--- src/hdl/wbps_pkg.sv ---
// Shared types and constants for the wildcard byte pattern scanner.
// No dependencies; every other file imports this package.
`default_nettype none
package wbps_pkg;

   // Pattern and address sizing
   localparam int PATTERN_MAX   = 16;
   localparam int ADDR_BITS     = 48;
   localparam int CARE_BITS     = 16;
   localparam int WIN_DEPTH     = PATTERN_MAX - 1;
   localparam int LENM1_BITS    = $clog2(PATTERN_MAX);
   localparam int FILL_BITS     = $clog2(PATTERN_MAX + 1);
   localparam int LEN_REG_BITS  = 5;

   // Queue between front and back
   localparam int QUEUE_DEPTH   = 4;
   localparam int QPTR_BITS     = $clog2(QUEUE_DEPTH);
   localparam int QCNT_BITS     = $clog2(QUEUE_DEPTH + 1);

   // Register port
   localparam int CSR_DATA_BITS = 64;
   localparam int CSR_ADDR_BITS = 6;
   localparam int CSR_IDX_BITS  = 3;

   // Register indexes
   localparam logic [CSR_IDX_BITS-1:0] REG_PATTERN_LOW  = 3'd0;
   localparam logic [CSR_IDX_BITS-1:0] REG_PATTERN_HIGH = 3'd1;
   localparam logic [CSR_IDX_BITS-1:0] REG_CARE_MASK    = 3'd2;
   localparam logic [CSR_IDX_BITS-1:0] REG_PATTERN_LEN  = 3'd3;
   localparam logic [CSR_IDX_BITS-1:0] REG_REGION_BASE  = 3'd4;

   typedef struct packed {
      logic [63:0]             pattern_low;
      logic [63:0]             pattern_high;
      logic [CARE_BITS-1:0]    care_mask;
      logic [LEN_REG_BITS-1:0] pattern_length;
      logic [ADDR_BITS-1:0]    region_base;
   } cfg_type;

   typedef struct packed {
      logic full;
      logic empty;
   } qstat_type;

endpackage
`default_nettype wire

--- src/hdl/wbps_csr.sv ---
// Configuration registers of the scanner behind an APB-style port.
// Depends on wbps_pkg for the register map and the cfg_type struct.
`default_nettype none
module wbps_csr
   import wbps_pkg::*;
(
   input  wire logic                     clock,
   input  wire logic                     reset,
   input  wire logic                     psel,
   input  wire logic                     penable,
   input  wire logic                     pwrite,
   input  wire logic [CSR_ADDR_BITS-1:0] paddr,
   input  wire logic [CSR_DATA_BITS-1:0] pwdata,
   output logic      [CSR_DATA_BITS-1:0] prdata,
   output logic                          pready,
   output cfg_type                       cfg
);

   cfg_type                 cfg_ff;
   logic                    wr_en;
   logic [CSR_IDX_BITS-1:0] reg_idx;

   assign pready  = 1'b1;
   assign wr_en   = psel & penable & pwrite;
   assign reg_idx = paddr[CSR_ADDR_BITS-1 -: CSR_IDX_BITS];
   assign cfg     = cfg_ff;

   // Register writes
   always_ff @(posedge clock) begin
      if (reset) begin
         cfg_ff.pattern_low    <= '0;
         cfg_ff.pattern_high   <= '0;
         cfg_ff.care_mask      <= '0;
         cfg_ff.pattern_length <= LEN_REG_BITS'(1);
         cfg_ff.region_base    <= '0;
      end else if (wr_en) begin
         unique case (reg_idx)
            REG_PATTERN_LOW:  cfg_ff.pattern_low    <= pwdata;
            REG_PATTERN_HIGH: cfg_ff.pattern_high   <= pwdata;
            REG_CARE_MASK:    cfg_ff.care_mask      <= pwdata[CARE_BITS-1:0];
            REG_PATTERN_LEN:  cfg_ff.pattern_length <= pwdata[LEN_REG_BITS-1:0];
            REG_REGION_BASE:  cfg_ff.region_base    <= pwdata[ADDR_BITS-1:0];
            default: ;
         endcase
      end
   end

   // Read back
   always_comb begin
      unique case (reg_idx)
         REG_PATTERN_LOW:  prdata = cfg_ff.pattern_low;
         REG_PATTERN_HIGH: prdata = cfg_ff.pattern_high;
         REG_CARE_MASK:    prdata = CSR_DATA_BITS'(cfg_ff.care_mask);
         REG_PATTERN_LEN:  prdata = CSR_DATA_BITS'(cfg_ff.pattern_length);
         REG_REGION_BASE:  prdata = CSR_DATA_BITS'(cfg_ff.region_base);
         default:          prdata = '0;
      endcase
   end

endmodule
`default_nettype wire

--- src/hdl/wbps_front.sv ---
// Front end: accepts bytes, keeps the sliding window and fill/offset state,
// compares the window with the pattern and pushes hit start offsets.
// Depends on wbps_pkg.
`default_nettype none
module wbps_front
   import wbps_pkg::*;
(
   input  wire logic                 clock,
   input  wire logic                 reset,
   input  wire cfg_type              cfg,
   input  wire logic                 req_valid,
   output logic                      req_ready,
   input  wire logic [7:0]           req_data_byte,
   input  wire logic                 req_region_begin,
   input  wire qstat_type            qstat,
   output logic                      push_valid,
   output logic      [ADDR_BITS-1:0] push_offset
);

   logic [7:0]           win_ff [WIN_DEPTH];
   logic [FILL_BITS-1:0] fill_ff, fill_in, fill_base;
   logic [ADDR_BITS-1:0] offset_ff, offset_in, offset_base;
   logic [FILL_BITS-1:0] eff_len;
   logic [LENM1_BITS-1:0] lenm1;
   logic [PATTERN_MAX-1:0] pos_ok;
   logic                 accept;
   logic                 hit;

   assign req_ready = ~qstat.full;
   assign accept    = req_valid & req_ready;

   // Effective length: zero acts as one, large values clamp
   always_comb begin
      if (cfg.pattern_length == '0) begin
         eff_len = FILL_BITS'(1);
      end else if (FILL_BITS'(cfg.pattern_length) > FILL_BITS'(PATTERN_MAX)) begin
         eff_len = FILL_BITS'(PATTERN_MAX);
      end else begin
         eff_len = FILL_BITS'(cfg.pattern_length);
      end
      lenm1 = LENM1_BITS'(eff_len - FILL_BITS'(1));
   end

   // Region restart and saturating fill count
   always_comb begin
      fill_base   = req_region_begin ? '0 : fill_ff;
      offset_base = req_region_begin ? '0 : offset_ff;
      fill_in     = (fill_base == FILL_BITS'(PATTERN_MAX)) ? fill_base
                                                          : fill_base + FILL_BITS'(1);
      offset_in   = offset_base + ADDR_BITS'(1);
   end

   // Per-position compare; the current byte is the last position
   always_comb begin
      logic [7:0]            seen;
      logic [7:0]            want;
      logic [LENM1_BITS-1:0] idx;
      for (int p = 0; p < PATTERN_MAX; p++) begin
         idx  = LENM1_BITS'(int'(lenm1) - 1 - p);
         seen = (LENM1_BITS'(p) == lenm1) ? req_data_byte
                                          : win_ff[idx[LENM1_BITS-1:0]];
         if (p < 8) begin
            want = cfg.pattern_low[8*(p % 8) +: 8];
         end else begin
            want = cfg.pattern_high[8*(p % 8) +: 8];
         end
         if (p >= CARE_BITS || p > int'(lenm1)) begin
            pos_ok[p] = 1'b1;
         end else begin
            pos_ok[p] = ~cfg.care_mask[p % CARE_BITS] || (seen == want);
         end
      end
      hit = (&pos_ok) && (fill_in >= eff_len);
   end

   assign push_valid  = accept & hit;
   assign push_offset = offset_base - ADDR_BITS'(lenm1);

   // Control state
   always_ff @(posedge clock) begin
      if (reset) begin
         fill_ff   <= '0;
         offset_ff <= '0;
      end else if (accept) begin
         fill_ff   <= fill_in;
         offset_ff <= offset_in;
      end
   end

   // Window shift, newest byte at entry zero
   always_ff @(posedge clock) begin
      if (accept) begin
         win_ff[0] <= req_data_byte;
         for (int i = 1; i < WIN_DEPTH; i++) begin
            win_ff[i] <= win_ff[i-1];
         end
      end
   end

endmodule
`default_nettype wire

--- src/hdl/wbps_queue.sv ---
// Short FIFO of hit start offsets between the front and back ends.
// Depends on wbps_pkg.
`default_nettype none
module wbps_queue
   import wbps_pkg::*;
(
   input  wire logic                 clock,
   input  wire logic                 reset,
   input  wire logic                 push_valid,
   input  wire logic [ADDR_BITS-1:0] push_offset,
   input  wire logic                 pop,
   output logic      [ADDR_BITS-1:0] pop_offset,
   output qstat_type                 qstat
);

   logic [ADDR_BITS-1:0] entry_ff [QUEUE_DEPTH];
   logic [QPTR_BITS-1:0] wptr_ff, rptr_ff;
   logic [QCNT_BITS-1:0] count_ff, count_in;
   logic                 do_push, do_pop;

   assign qstat.full  = (count_ff == QCNT_BITS'(QUEUE_DEPTH));
   assign qstat.empty = (count_ff == '0);
   assign do_push     = push_valid & ~qstat.full;
   assign do_pop      = pop & ~qstat.empty;
   assign pop_offset  = entry_ff[rptr_ff];

   always_comb begin
      count_in = count_ff;
      if (do_push && !do_pop) begin
         count_in = count_ff + QCNT_BITS'(1);
      end else if (do_pop && !do_push) begin
         count_in = count_ff - QCNT_BITS'(1);
      end
   end

   // Pointers and occupancy
   always_ff @(posedge clock) begin
      if (reset) begin
         wptr_ff  <= '0;
         rptr_ff  <= '0;
         count_ff <= '0;
      end else begin
         if (do_push) wptr_ff <= wptr_ff + QPTR_BITS'(1);
         if (do_pop)  rptr_ff <= rptr_ff + QPTR_BITS'(1);
         count_ff <= count_in;
      end
   end

   // Storage
   always_ff @(posedge clock) begin
      if (do_push) begin
         entry_ff[wptr_ff] <= push_offset;
      end
   end

endmodule
`default_nettype wire

--- src/hdl/wbps_back.sv ---
// Back end: pops hit offsets, adds the region base and holds the result
// item in the output register. Depends on wbps_pkg.
`default_nettype none
module wbps_back
   import wbps_pkg::*;
(
   input  wire logic                 clock,
   input  wire logic                 reset,
   input  wire cfg_type              cfg,
   input  wire qstat_type            qstat,
   input  wire logic [ADDR_BITS-1:0] pop_offset,
   output logic                      pop,
   output logic                      rsp_valid,
   input  wire logic                 rsp_ready,
   output logic      [ADDR_BITS-1:0] rsp_match_address
);

   logic                 valid_ff;
   logic [ADDR_BITS-1:0] addr_ff;

   // Load when the output slot is free or being drained this cycle
   assign pop               = ~qstat.empty & (~valid_ff | rsp_ready);
   assign rsp_valid         = valid_ff;
   assign rsp_match_address = addr_ff;

   always_ff @(posedge clock) begin
      if (reset) begin
         valid_ff <= 1'b0;
      end else if (pop) begin
         valid_ff <= 1'b1;
      end else if (rsp_ready) begin
         valid_ff <= 1'b0;
      end
   end

   // Address sum wraps at the address width
   always_ff @(posedge clock) begin
      if (pop) begin
         addr_ff <= cfg.region_base + pop_offset;
      end
   end

endmodule
`default_nettype wire

--- src/hdl/wildcard_byte_pattern_scanner_core.sv ---
// Top level of the wildcard byte pattern scanner: registers, front end,
// queue and back end. Depends on wbps_pkg and the wbps_* modules.
//
//   channel   direction  handshake             payload
//   req       in         req_valid/req_ready   req_data_byte, req_region_begin
//   rsp       out        rsp_valid/rsp_ready   rsp_match_address
//   csr       in/out     psel/penable/pready   paddr, pwdata, prdata
//
// One byte is taken per cycle while req_ready is high; the window compare is in
// the accept cycle. A match passes the queue, then the adder register, to rsp.
// Reset is synchronous; registers return to their defaults, queue empties.
// A stalled rsp fills the four-entry hit queue; req_ready drops only when full.
`default_nettype none
module wildcard_byte_pattern_scanner_core
   import wbps_pkg::*;
(
   input  wire logic                     clock,
   input  wire logic                     reset,
   input  wire logic                     req_valid,
   output logic                          req_ready,
   input  wire logic [7:0]               req_data_byte,
   input  wire logic                     req_region_begin,
   output logic                          rsp_valid,
   input  wire logic                     rsp_ready,
   output logic      [ADDR_BITS-1:0]     rsp_match_address,
   input  wire logic                     psel,
   input  wire logic                     penable,
   input  wire logic                     pwrite,
   input  wire logic [CSR_ADDR_BITS-1:0] paddr,
   input  wire logic [CSR_DATA_BITS-1:0] pwdata,
   output logic      [CSR_DATA_BITS-1:0] prdata,
   output logic                          pready
);

   cfg_type              cfg;
   qstat_type            qstat;
   logic                 push_valid;
   logic [ADDR_BITS-1:0] push_offset;
   logic                 pop;
   logic [ADDR_BITS-1:0] pop_offset;

   wbps_csr u_csr (
      .clock   (clock),
      .reset   (reset),
      .psel    (psel),
      .penable (penable),
      .pwrite  (pwrite),
      .paddr   (paddr),
      .pwdata  (pwdata),
      .prdata  (prdata),
      .pready  (pready),
      .cfg     (cfg)
   );

   wbps_front u_front (
      .clock            (clock),
      .reset            (reset),
      .cfg              (cfg),
      .req_valid        (req_valid),
      .req_ready        (req_ready),
      .req_data_byte    (req_data_byte),
      .req_region_begin (req_region_begin),
      .qstat            (qstat),
      .push_valid       (push_valid),
      .push_offset      (push_offset)
   );

   wbps_queue u_queue (
      .clock       (clock),
      .reset       (reset),
      .push_valid  (push_valid),
      .push_offset (push_offset),
      .pop         (pop),
      .pop_offset  (pop_offset),
      .qstat       (qstat)
   );

   wbps_back u_back (
      .clock             (clock),
      .reset             (reset),
      .cfg               (cfg),
      .qstat             (qstat),
      .pop_offset        (pop_offset),
      .pop               (pop),
      .rsp_valid         (rsp_valid),
      .rsp_ready         (rsp_ready),
      .rsp_match_address (rsp_match_address)
   );

endmodule
`default_nettype wire

--- config.mk ---
export PLATFORM = sky130hd
export DESIGN_NAME = wildcard_byte_pattern_scanner_core
export DESIGN_NICKNAME = d
export VERILOG_FILES = /design/src/hdl/wbps_pkg.sv /design/src/hdl/wbps_csr.sv /design/src/hdl/wbps_front.sv /design/src/hdl/wbps_queue.sv /design/src/hdl/wbps_back.sv /design/src/hdl/wildcard_byte_pattern_scanner_core.sv
export SDC_FILE = /design/constraint.sdc
export NUM_CORES = 2
export LEC_CHECK = 0
export BUFFER_PORTS_ARGS = -buffer_cell sky130_fd_sc_hd__buf_2
export CORE_MARGIN = 2
export CORE_UTILIZATION = 26
export CTS_BUF_LIST = sky130_fd_sc_hd__clkbuf_4 sky130_fd_sc_hd__clkbuf_8 sky130_fd_sc_hd__clkbuf_16
export DETAILED_ROUTE_END_ITERATION = 8
export SYNTH_ARGS = -nofsm -noshare
export SYNTH_HDL_FRONTEND = slang
export SYNTH_SLANG_ARGS = --single-unit
export TNS_END_PERCENT = 30
--- constraint.sdc ---
create_clock -name clock -period 7.1 [get_ports clock]
set_input_delay 1.42 -clock clock [delete_from_list [all_inputs] [get_ports clock]]
set_output_delay 1.42 -clock clock [all_outputs]
set_load 0.05 [all_outputs]
==> flow_summary_export.csv <==
group,metric,value,unit
drt,via_count,30429,
sta,rsz0062_at_grt,"false",
drt,drc,0,
power_and_ir_drop,fin_total_pwr,11400,uW
placed_design,dp_hpwl,100,mm
floorplan,core_area,141000,um^2
synth,synth_adder_area_share,2.71,%
worst_setup_path,cp_max_fo,13,
placed_design,place_congestion,1.02,
clocking,clockRootBuffer,"clkbuf_16",
worst_setup_path,crit_family,"simple AND/OR/NAND/NOR gates",
worst_setup_path,crit_arrival,7270,ps
synth,yosys.area.top_type_share,29.3,%
synth,ys_warn_count,0,
global_route,grt_usage,18.1,%
synth,synth.cell_area,36900,um^2
drt,routed_wl,137,mm
sta,setup_slack,395,ps
synth,synth_compound_area_share,12.4,%
sta,final_hold_viol_count,0,
worst_setup_path,cp_cell_sequence,"or4_1 > nand2_8 > ha_2 > nor2b_1 > mux2i_1 > o221ai_2 > buf_4 > mux2i_1 > and3_1 > buf_4 > mux4_2 > xor2_1 > nor3_1 > a31oi_1 > a31oi_1 > nand4_1 > nor4_4 > buf_4 > ha_1 > inv_1 > fa_1 > xor2_1 > or3_1 > a21oi_1",
cells_and_area,fillerInstances,14682,
floorplan,die_y,381,um
global_route,use_met3,3.91,%
drt,post_drt_via_cell_ratio,5.33,
floorplan,die_w,381,um
sta,slew_viol_final,0,
synth,synth.net_count,3797,
synth,post_synth.cell_area_avg,10.2,um^2
power_and_ir_drop,vdd_drop_max,0.237,mV
synth,yosys-top-cells-area,"edfxtp_1 29%, dfxtp_1 14%, mux4_2 11%",
sta,max_slew_margin,25.0,%
worst_setup_path,worstPathBufferInverterCount,4,
floorplan,ios,201,
min_path,hp-class,"reg -> reg",
synth,synth-simple-area-share,15.0,%
sta,max_freq,149,MHz
global_route,grt_max_degree,210,
synth,yosysMostFrequentCell,"nand2_1",
synth,syn_inst,3633,
global_route,use_met2,27.0,%
placed_design,dpl_worst_slack,431,ps
synth,ys_types,95,
global_route,use_met1,25.9,%
worst_setup_path,critical_path_class,"reg -> reg",
clocking,cts_max_level,3,
synth,yosysSeqAreaShare,43.4,%
power_and_ir_drop,powerDensity,268,nW/um^2
worst_setup_path,slowest_stage,"or4_1",
floorplan,rows,138,
sta,tns,0,ps
drt,routedWlPerCell,23.9,um
cells_and_area,nNetsFinal,3918,
clocking,cts_tree,"built",
synth,synth-edff-count,360,
global_route,overflow,0,
clocking,clock_sinks,620,
cells_and_area,drive_gt1_share,17.3,%
worst_setup_path,cp-start-kind,"register",
sta,skew,36.9,ps
clocking,cts_made_buffers,68,
clocking,cts.clk_slew.worst_paths,70,ps
global_route,grt_pass1_vias,28198,
worst_setup_path,end_kind,"register",
clocking,worstSkewPairLatency,640,ps
drt,antenna_left,0,
sta,finalCritPeriodShare,94.4,%
outcome,run_status,"finished clean",
sta,worst_slew_pin_slew,1120,ps
synth,synth_top_family_by_area,"multiplexers",
power_and_ir_drop,p_leak,0.0153,uW
job,max_cap_viol_count,0,
global_route,antenna_found_initial,28,
synth,ys.flop_type,"edfxtp_1",
worst_setup_path,crit_required,7670,ps
cells_and_area,area_growth,15.1,%
floorplan,die_area,145000,um^2
floorplan,initial_utilization,26.1,%
placed_design,io_buffers,196,
global_route,grt_busiest_layer,"met2",
drt,drtIter0Drc,3616,
cells_and_area,finalCoreUtilization,30.1,%
clocking,cts_max_path_buffers,3,
synth,synth_seq_cells,620,
synth,synthArstFlopShare,0,%
clocking,post_cts_buffers,0,
worst_setup_path,cpMostUsedCell,"buf_4",
synth,synthTopCellsByCount,"580 x nand2_1, 360 x edfxtp_1, 340 x a21oi_1",
synth,yosys.area.top_type,"edfxtp_1",
global_route,grt_pass1_wl,196,mm
synth,synthMuxAreaShare,15.4,%
sta,period_needed,6710,ps
worst_setup_path,max_stage_delay,710,ps
sta,setup_violations,0,
drt,dr.pass1.iters,6,
synth,synth_xor_xnor_area_share,7.83,%
layer usage:
layer	up-vias	wire (um)	part of all wire, %
li1	13546	-	-
met1	15027	57900	42
met2	1572	59200	43
met3	266	14500	11
met4	18	4800	3.5
met5	-	116	0.085
stage by stage:
stage               instance area, um^2  instances  hold WS (ps)
detailed placement                40100       5574           461
floorplan                         36900       3633           439
global route                      42400       5701           489
finish                            42400       5705           479
CTS                               42400       5699           463
global placement                  40100       5574           456
flip-flops by register name (all words and copies together), names as in the netlist, named ones only:
register                  flops
u_csr.cfg                   197
u_queue.entry_ff            192
u_front.win_ff              120
u_back.rsp_match_address     48
u_front.offset_ff            48
u_front.fill_ff               5
u_queue.count_ff              3
u_queue.rptr_ff               2
u_queue.wptr_ff               2
u_back.rsp_valid              1
report_power, final:
group	internal [uW]	total (uW)	switching, uW
logic	1030	3070	2040
clock network	2110	3690	1580
registers	4350	4630	276
total	7500	11400	3900
worst register-to-register path: stages, from the launching register on:
cell      delay [ps]
dfxtp_1          390
or4_1            710
nand2_8          150
ha_2             300
nor2b_1          180
mux2i_1          200
o221ai_2         250
buf_4            260
mux2i_1          190
and3_1           450
buf_4            250
mux4_2           310
xor2_1           170
nor3_1           200
a31oi_1          230
a31oi_1          350
nand4_1          200
nor4_4           300
buf_4            250
ha_1             230
inv_1             60
fa_1             370
xor2_1           180
or3_1            310
a21oi_1          150
cells in the final DEF, fill, tap and decap left out, drive strengths merged, types with 54 or more instances in the layout:
cell type  Yosys  final
edfxtp       360    360
nand2        582    582
a21oi        341    341
nand3         70     70
ha            75     75
mux2i        135    135
dfxtp        260    260
xnor2        168    168
mux4         180    180
nor3          54     54
xor2         162    162
o21ai         93     93
clkbuf       176     95
buf           60    286
nor2         303    303
timing repair:
action                     in CTS  in global routing
resized for setup               0                  1
hold buffers                    0                  0
setup endpoints to repair       0                  1
hold endpoints to repair        0                  0
area by class of cell:
type | count | area (um^2) | share of cell area [%]
multi-input cells | 2731 | 19800 | 46.6
inverters | 46 | 183 | 0.430
clock inverters | 31 | 315 | 0.743
clock buffers | 94 | 2000 | 4.71
repair buffers | 287 | 1770 | 4.18
diodes | 6 | 15.0 | 0.0354
well taps | 1890 | 2360 | 5.57
flip-flops and latches | 620 | 16000 | 37.7
final timing paths:
check / start / end / slack [ps] / depth (start not counted)
setup reg to reg: u_csr.cfg[49]$_SDFFE_PP0P_ / u_queue.count_ff[2]$_SDFFE_PP0P_ / 390 / 24
hold / removal: u_front.offset_ff[1]$_SDFFE_PP0P_ / u_front.offset_ff[1]$_SDFFE_PP0P_ / 480 / 2
setup / recovery: u_csr.cfg[49]$_SDFFE_PP0P_ / u_queue.count_ff[2]$_SDFFE_PP0P_ / 390 / 24
hold reg to reg: u_front.offset_ff[1]$_SDFFE_PP0P_ / u_front.offset_ff[1]$_SDFFE_PP0P_ / 480 / 2
logic make-up after synthesis:
family / Yosys count
buffers and inverters: 282
other: 1
muxes: 341
AOI/OAI and AO/OA: 732
adders and majority gates: 78
xor gates and xnor gates: 330
and+or+nand+nor: 1249
DFF: 620
Note: power is estimated with default switching activity, not from simulation.
